## config.mk

```make
export PLATFORM = sky130hd
export DESIGN_NAME = linear_interpolation_resampler_unit
export DESIGN_NICKNAME = d
export VERILOG_FILES = /design/src/hdl/lirs_pkg.sv /design/src/hdl/lirs_lerp.sv /design/src/hdl/linear_interpolation_resampler_unit.sv
export SDC_FILE = /design/constraint.sdc
export NUM_CORES = 1
export LEC_CHECK = 0
export ABC_AREA = 1
export BUFFER_PORTS_ARGS = -buffer_cell sky130_fd_sc_hd__buf_4
export CORE_MARGIN = 4
export CORE_UTILIZATION = 54
export DETAILED_ROUTE_END_ITERATION = 16
export PLACE_DENSITY = 0.71
export SLEW_MARGIN = 20
export SYNTH_ARGS = -nofsm -noshare
export SYNTH_HDL_FRONTEND = slang
export SYNTH_HIERARCHICAL = 1
export SYNTH_SLANG_ARGS = --single-unit
```

## constraint.sdc

```tcl
create_clock -name clk -period 14.61 [get_ports clk]
set_input_delay 1.461 -clock clk [delete_from_list [all_inputs] [get_ports clk]]
set_output_delay 1.461 -clock clk [all_outputs]
set_load 0.05 [all_outputs]
```

## src/hdl/lirs_pkg.sv

```systemverilog
// Linear interpolation resampler: shared configuration constants.
// No dependencies; used by the resampler top level.
`default_nettype none
package lirs_pkg;

  // Position fraction bits (Q5.16 step and offset)
  localparam int FRAC_BITS = 16;

  // Configuration port
  localparam int CFG_INDEX_W = 1;
  localparam int CFG_DATA_W  = 21;

  // Register widths
  localparam int STEP_W  = 21;
  localparam int COUNT_W = 16;

  // Register indexes
  localparam logic [CFG_INDEX_W-1:0] CFG_STEP_RATIO = 1'b0;
  localparam logic [CFG_INDEX_W-1:0] CFG_OUT_COUNT  = 1'b1;

endpackage
`default_nettype wire

```

## src/hdl/lirs_lerp.sv

```systemverilog
// Linear interpolation datapath: prev + floor(frac * diff), frac in fixed point.
// Purely combinational; no package dependencies.
`default_nettype none
module lirs_lerp #(
  parameter int SAMPLE_WIDTH = 16,
  parameter int FRAC_BITS    = 16
) (
  input  logic        [FRAC_BITS:0]    frac,
  input  logic signed [SAMPLE_WIDTH:0] diff,
  input  logic signed [SAMPLE_WIDTH-1:0] prev,
  output logic signed [SAMPLE_WIDTH-1:0] value
);

  localparam int PROD_W = SAMPLE_WIDTH + FRAC_BITS + 3;

  logic signed [PROD_W-1:0] prod;
  logic signed [PROD_W-1:0] shifted;

  always_comb begin
    prod    = PROD_W'($signed({1'b0, frac})) * PROD_W'(diff);
    // arithmetic shift floors toward minus infinity
    shifted = prod >>> FRAC_BITS;
    // result lies between the two samples, so the low bits are exact
    value   = SAMPLE_WIDTH'(shifted) + prev;
  end

endmodule
`default_nettype wire

```

## src/hdl/linear_interpolation_resampler_unit.sv

```systemverilog
// Results are registered on out_* from the work stage, which registers each accepted input sample.
// Throughput: an input sample holds the work stage until it has covered its k result positions
// (k <= 1 for step >= 1.0, up to 16 at step 1/16); the single interpolation
// multiplier and result register produce one result per cycle while out_stall is low.
// Reset (synchronous, rst_n low): state as after a block start, step_ratio 1.0,
// out_count 0, no result pending.
`default_nettype none
module linear_interpolation_resampler_unit #(
  parameter int SAMPLE_WIDTH = 16
) (
  input  logic                                clk,
  input  logic                                rst_n,
  // input channel
  input  logic                                in_valid,
  output logic                                in_stall,
  input  logic signed [SAMPLE_WIDTH-1:0]      in_sample,
  input  logic                                in_block_start,
  // result channel
  output logic                                out_valid,
  input  logic                                out_stall,
  output logic signed [SAMPLE_WIDTH-1:0]      out_value,
  output logic                                out_last_in_run,
  output logic                                out_block_done,
  // configuration write channel
  input  logic                                cfg_valid,
  output logic                                cfg_ready,
  input  logic [lirs_pkg::CFG_INDEX_W-1:0]    cfg_index,
  input  logic [lirs_pkg::CFG_DATA_W-1:0]     cfg_data
);

  localparam int OFF_W = lirs_pkg::FRAC_BITS + 5;
  localparam int CMP_W = (lirs_pkg::STEP_W > OFF_W) ? lirs_pkg::STEP_W : OFF_W;
  localparam logic [OFF_W-1:0] UNIT     = OFF_W'(64'd1 << lirs_pkg::FRAC_BITS);
  localparam logic [OFF_W-1:0] STEP_MIN = UNIT >> 4;
  localparam logic [OFF_W-1:0] STEP_MAX = UNIT << 4;

  // configuration
  logic [lirs_pkg::STEP_W-1:0]  step_ratio_r;
  logic [lirs_pkg::COUNT_W-1:0] out_count_r;

  // block state
  logic signed [SAMPLE_WIDTH-1:0] prev_r, prev_nxt;
  logic [OFF_W-1:0]               offset_r, offset_nxt;
  logic [lirs_pkg::COUNT_W-1:0]   emitted_r, emitted_nxt;

  // work stage
  logic                           wk_valid_r, wk_valid_nxt;
  logic signed [SAMPLE_WIDTH-1:0] cur_r, cur_nxt;
  logic signed [SAMPLE_WIDTH:0]   diff_r, diff_nxt;

  // result register
  logic                           out_valid_r;
  logic signed [SAMPLE_WIDTH-1:0] value_r;
  logic                           last_r;
  logic                           done_r;

  logic [CMP_W-1:0]               step_ext;
  logic [OFF_W-1:0]               step_sat;
  logic                           iter;
  logic                           emit;
  logic [OFF_W-1:0]               off_add;
  logic                           fin;
  logic                           slot_free;
  logic                           adv;
  logic                           retire;
  logic                           in_acc;
  logic [lirs_pkg::COUNT_W-1:0]   emitted_inc;
  logic                           blk_done;
  logic signed [SAMPLE_WIDTH-1:0] prev_base;
  logic signed [SAMPLE_WIDTH-1:0] prev_eff;
  logic [OFF_W-1:0]               off_base;
  logic [lirs_pkg::COUNT_W-1:0]   em_base;
  logic signed [SAMPLE_WIDTH-1:0] lerp_value;

  assign cfg_ready = 1'b1;

  always_ff @(posedge clk) begin
    if (!rst_n) begin
      step_ratio_r <= lirs_pkg::STEP_W'(UNIT);
      out_count_r  <= '0;
    end else if (cfg_valid && cfg_ready) begin
      case (cfg_index)
        lirs_pkg::CFG_STEP_RATIO: step_ratio_r <= cfg_data[lirs_pkg::STEP_W-1:0];
        lirs_pkg::CFG_OUT_COUNT:  out_count_r  <= cfg_data[lirs_pkg::COUNT_W-1:0];
        default: ;
      endcase
    end
  end

  always_comb begin
    step_ext = CMP_W'(step_ratio_r);
    if (step_ext < CMP_W'(STEP_MIN))
      step_sat = STEP_MIN;
    else if (step_ext > CMP_W'(STEP_MAX))
      step_sat = STEP_MAX;
    else
      step_sat = OFF_W'(step_ext);

    iter        = offset_r <= UNIT;
    emitted_inc = emitted_r + lirs_pkg::COUNT_W'(1);
    blk_done    = emitted_inc == out_count_r;
    emit        = wk_valid_r && iter && (emitted_r < out_count_r);
    off_add     = iter ? (offset_r + step_sat) : offset_r;
    fin         = off_add > UNIT;
    slot_free   = !out_valid_r || !out_stall;
    adv         = wk_valid_r && (!emit || slot_free);
    retire      = adv && fin;
    in_stall    = wk_valid_r && !retire;
    in_acc      = in_valid && !in_stall;

    prev_base = retire ? cur_r : prev_r;
    if (retire)
      off_base = off_add - UNIT;
    else if (adv)
      off_base = off_add;
    else
      off_base = offset_r;
    em_base = (adv && emit) ? emitted_inc : emitted_r;

    prev_eff = in_block_start ? '0 : prev_base;

    if (in_acc && in_block_start) begin
      prev_nxt    = '0;
      offset_nxt  = UNIT;
      emitted_nxt = '0;
    end else begin
      prev_nxt    = prev_base;
      offset_nxt  = off_base;
      emitted_nxt = em_base;
    end

    if (in_acc) begin
      wk_valid_nxt = 1'b1;
      cur_nxt      = in_sample;
      diff_nxt     = (SAMPLE_WIDTH+1)'(in_sample) - (SAMPLE_WIDTH+1)'(prev_eff);
    end else begin
      wk_valid_nxt = retire ? 1'b0 : wk_valid_r;
      cur_nxt      = cur_r;
      diff_nxt     = diff_r;
    end
  end

  lirs_lerp #(
    .SAMPLE_WIDTH (SAMPLE_WIDTH),
    .FRAC_BITS    (lirs_pkg::FRAC_BITS)
  ) u_lerp (
    .frac  (offset_r[lirs_pkg::FRAC_BITS:0]),
    .diff  (diff_r),
    .prev  (prev_r),
    .value (lerp_value)
  );

  always_ff @(posedge clk) begin
    if (!rst_n) begin
      prev_r     <= '0;
      offset_r   <= UNIT;
      emitted_r  <= '0;
      wk_valid_r <= 1'b0;
    end else begin
      prev_r     <= prev_nxt;
      offset_r   <= offset_nxt;
      emitted_r  <= emitted_nxt;
      wk_valid_r <= wk_valid_nxt;
    end
  end

  always_ff @(posedge clk) begin
    cur_r  <= cur_nxt;
    diff_r <= diff_nxt;
  end

  always_ff @(posedge clk) begin
    if (!rst_n) begin
      out_valid_r <= 1'b0;
    end else if (emit && slot_free) begin
      out_valid_r <= 1'b1;
    end else if (!out_stall) begin
      out_valid_r <= 1'b0;
    end
  end

  always_ff @(posedge clk) begin
    if (emit && slot_free) begin
      value_r <= lerp_value;
      last_r  <= fin || blk_done;
      done_r  <= blk_done;
    end
  end

  assign out_valid       = out_valid_r;
  assign out_value       = value_r;
  assign out_last_in_run = last_r;
  assign out_block_done  = done_r;

  // offset stays in (0, 16] sample units
  a_offset_range: assert property (@(posedge clk) disable iff (!rst_n)
    (offset_r != '0) && (offset_r <= STEP_MAX))
    else $error("position offset out of range");

  // the result that completes a block also ends its run
  a_done_is_last: assert property (@(posedge clk) disable iff (!rst_n)
    (out_valid && out_block_done) |-> out_last_in_run)
    else $error("block_done without last_in_run");

  // a sample that covers no result position retires without stalling the input channel
  a_skip_retires: assert property (@(posedge clk) disable iff (!rst_n)
    (wk_valid_r && (offset_r > UNIT)) |-> !in_stall)
    else $error("sample without results held the work stage");

endmodule
`default_nettype wire

```

==> results.sh <==
export IMPL_synth_largest_area_cell="fa_1"
export IMPL_fmax_mhz=134
export IMPL_critPathArrivalTime_ps=7680
export IMPL_drv_cap=0
export IMPL_initial_core_util_pct=54.8
export IMPL_fin_hold_ws_ps=492
export IMPL_cp_start_kind="flip-flop"
export IMPL_min_path_cells=2
export IMPL_syn_inst=2808
export IMPL_dieArea_mm2=0.0403
export IMPL_pre_cts_ws_ps=7170
export IMPL_yosysMostFrequentCell="inv_1"
export IMPL_crit_slowest_cell="dfxtp_1"
export IMPL_fp_row_count=70
export IMPL_hold_viol=0
export IMPL_fin_crit_ps=7480
export IMPL_avgSynthCellArea_um2=7.15
export IMPL_cts_hold_buffers=0
export IMPL_slowest_delay_ps=1070
export IMPL_synth_top_area_share_pct=22.5
export IMPL_syn2layout_area_growth_pct=6.35
export IMPL_reg2reg_slack_ps=7130
export IMPL_cts_htree_levels=4
export IMPL_ys_dominant_reg_cell="dfxtp_1"
export IMPL_core_area_mm2=0.0366
export IMPL_die_w_um=201
export IMPL_r2r_end="out_value[14]$_DFFE_PP_"
export IMPL_cts_resized=0
export IMPL_synth_common_cells="inv_1 (729), nand2_1 (709), fa_1 (226)"
export IMPL_endpoint_kind="flip-flop"
export IMPL_status="complete, no violations"
export IMPL_drive_above_1_share_pct=6.96
export IMPL_grt_ovfl_total=0
export IMPL_grt_pass1_wl_mm=87.1
export IMPL_slew_violations=0
export IMPL_fill_cells=3473
export IMPL_drc=0
export IMPL_hpwl_mm=41.5
export IMPL_postRouteWirelength_mm=52.3
export IMPL_worstSetupPathType="flip-flop to flip-flop"
export IMPL_synth_seq_cells=143
export IMPL_drtPass1Iterations=6
export IMPL_insertion_delay_ps=450
export IMPL_ys_async_sr_fraction_pct=0
export IMPL_ff2ff_path_depth=29
export IMPL_cts_sinks=143
export IMPL_clk_pin_slew_ps=70
export IMPL_cts_root_buf="clkbuf_16"
export IMPL_worstMarginPinSlew_ps=1130
export IMPL_min_delay_path_class="flip-flop to flip-flop"
export IMPL_antenna_found_initial=0
export IMPL_io_pins=65
export IMPL_nets=3251
export IMPL_routabilityCongestion=1.01
export IMPL_grt_max_degree=53
export IMPL_syn_nets=3256
export IMPL_slew_headroom_pct=24.7
export IMPL_post_drt_wl_per_cell_um=15.9
export IMPL_worstHoldEndpoint="out_count_r[10]$_SDFFE_PN0P_"
export IMPL_num_antenna_cells=0
export IMPL_synth_area_leaders="fa_1 (23%), inv_1 (14%), nand2_1 (13%)"
export IMPL_required_ps=14810
export IMPL_ys_seq_area_share_pct=16.8
export IMPL_fp_dieH_um=201
export IMPL_fin_crit_sh_pct=51.2
export IMPL_numCtsBuffers=17
export IMPL_finalSetupTns_ps=0
export IMPL_fin_skew_ps=12.7
export IMPL_vias_per_cell=5.19
export IMPL_grt_pass1_vias=17600
export IMPL_yosysWarningCount=6
export IMPL_synth_cell_type_count=53
export IMPL_ant_nets=0
export IMPL_routed_via_count=17000
export IMPL_worst_slack_ps=7130
export IMPL_postCtsSetupRepairBufs=0
export IMPL_worst_path_most_repeated_cell="nand2_1"
export IMPL_synth_edf_count=51
export IMPL_setup_viol=0
export IMPL_worstHoldStart="out_count_r[10]$_SDFFE_PN0P_"
export IMPL_r2r_start="offset_r[5]$_SDFFE_PP0P_"
export IMPL_clk_path_buf_depth=2
export IMPL_drt_iter0_markers=1208
export IMPL_worst_path_max_fanout=21
export IMPL_grt_usage_pct=26.4
export IMPL_portBuffers=63
export IMPL_rsz0062_at_grt="no"
export IMPL_syn_area_mm2=0.0201
export IMPL_cts_tree="built"
-- cells by family after synthesis --
family                     synth area share [%]
DFF                                        16.8
buffers and inverters                      16.0
and+or+nand+nor                            24.0
AOI/OAI and AO/OA                          6.79
xor gates and xnor gates                   2.79
other                                    0.0187
adders and majority gates                  33.6
-- cell usage in the layout, fill, tap and decap left out, types with 3 or more instances in the layout --
cell,synthesis,final
nand3b_1,7,7
nor4_1,7,7
xnor2_1,12,12
or2_1,16,16
inv_1,729,729
buf_4,2,73
nand4_1,24,24
o21ai_1,4,4
o21bai_1,12,12
nand2_2,7,7
clkinv_4,0,3
nor3_1,27,27
clkbuf_16,0,17
xor2_1,52,52
nand3_1,88,88
or2_2,12,12
o211ai_1,4,4
ha_1,178,178
nand2_1,709,709
inv_6,0,5
nor2_4,10,11
fa_1,226,226
a31oi_1,3,3
edfxtp_1,51,51
a21o_1,6,6
nor2_2,46,47
dfxtp_1,92,92
a21oi_1,111,111
o21ai_0,97,97
nor2_1,151,149
inv_8,0,3
nand2_4,4,4
-- final cells by class --
cell class / count / area, um2 / area share, %
multi-input combinational: 1836 / 13500 / 63.3
sequential: 143 / 3370 / 15.8
inverter: 732 / 2750 / 12.9
tap: 468 / 586 / 2.74
timing repair buffer: 73 / 548 / 2.57
clock buffer: 18 / 439 / 2.06
clock inverter: 14 / 145 / 0.680
-- through the flow --
step / util (%) / std cells / area, um2
final: 58.3 / 3284 / 21300
after global placement: 56.7 / 3252 / 20800
after global routing: 58.3 / 3284 / 21300
after CTS: 58.3 / 3284 / 21300
after floorplan: - / 2808 / 20100
after detailed placement: 56.7 / 3252 / 20800
-- metal layers --
metal | up-vias | GRT usage (%) | wire length, um
met5 | - | 0 | 0
met4 | 0 | 7.62 | 1270
met3 | 88 | 4.56 | 3340
met2 | 510 | 44.7 | 24600
met1 | 8122 | 35.1 | 23100
li1 | 8318 | - | -
-- sequential cells by signal, summed over array words and instances (netlist names) --
signal           flops
wk_valid_r           1
out_block_done       1
emitted_r           16
out_value           16
out_valid            1
out_last_in_run      1
diff_r              17
prev_r              16
out_count_r         16
step_ext            21
cur_r               16
offset_r            21
-- critical path: cells and delay by family (launching register included) --
family | cells | cell delay [ps]
adders and majority gates | 9 | 3940
AOI/OAI and AO/OA | 2 | 340
DFF | 1 | 1070
xor gates and xnor gates | 2 | 330
and+or+nand+nor | 11 | 1270
buffers and inverters | 5 | 240
-- worst max path at each step --
| stage | start | to | slack (ps) | cells past startpoint |
|---|---|---|---|---|
| CTS | offset_r[7]$_SDFFE_PP0P_ | out_value[14]$_DFFE_PP_ | 7150 | 29 |
| global route | step_ext[12]$_SDFFE_PN0P_ | diff_r[16]$_DFFE_PP_ | 6620 | 42 |
| detailed placement | offset_r[7]$_SDFFE_PP0P_ | out_value[15]$_DFFE_PP_ | 7170 | 31 |
| finish | offset_r[5]$_SDFFE_PP0P_ | out_value[14]$_DFFE_PP_ | 7130 | 29 |
| global placement | offset_r[7]$_SDFFE_PP0P_ | out_value[15]$_DFFE_PP_ | 7200 | 31 |
| floorplan | offset_r[7]$_SDFFE_PP0P_ | out_value[14]$_DFFE_PP_ | 7990 | 31 |
Power is left out: the tool's default activity adds up to more than one toggle a clock period on the data nets, which glitch-free logic cannot reach.
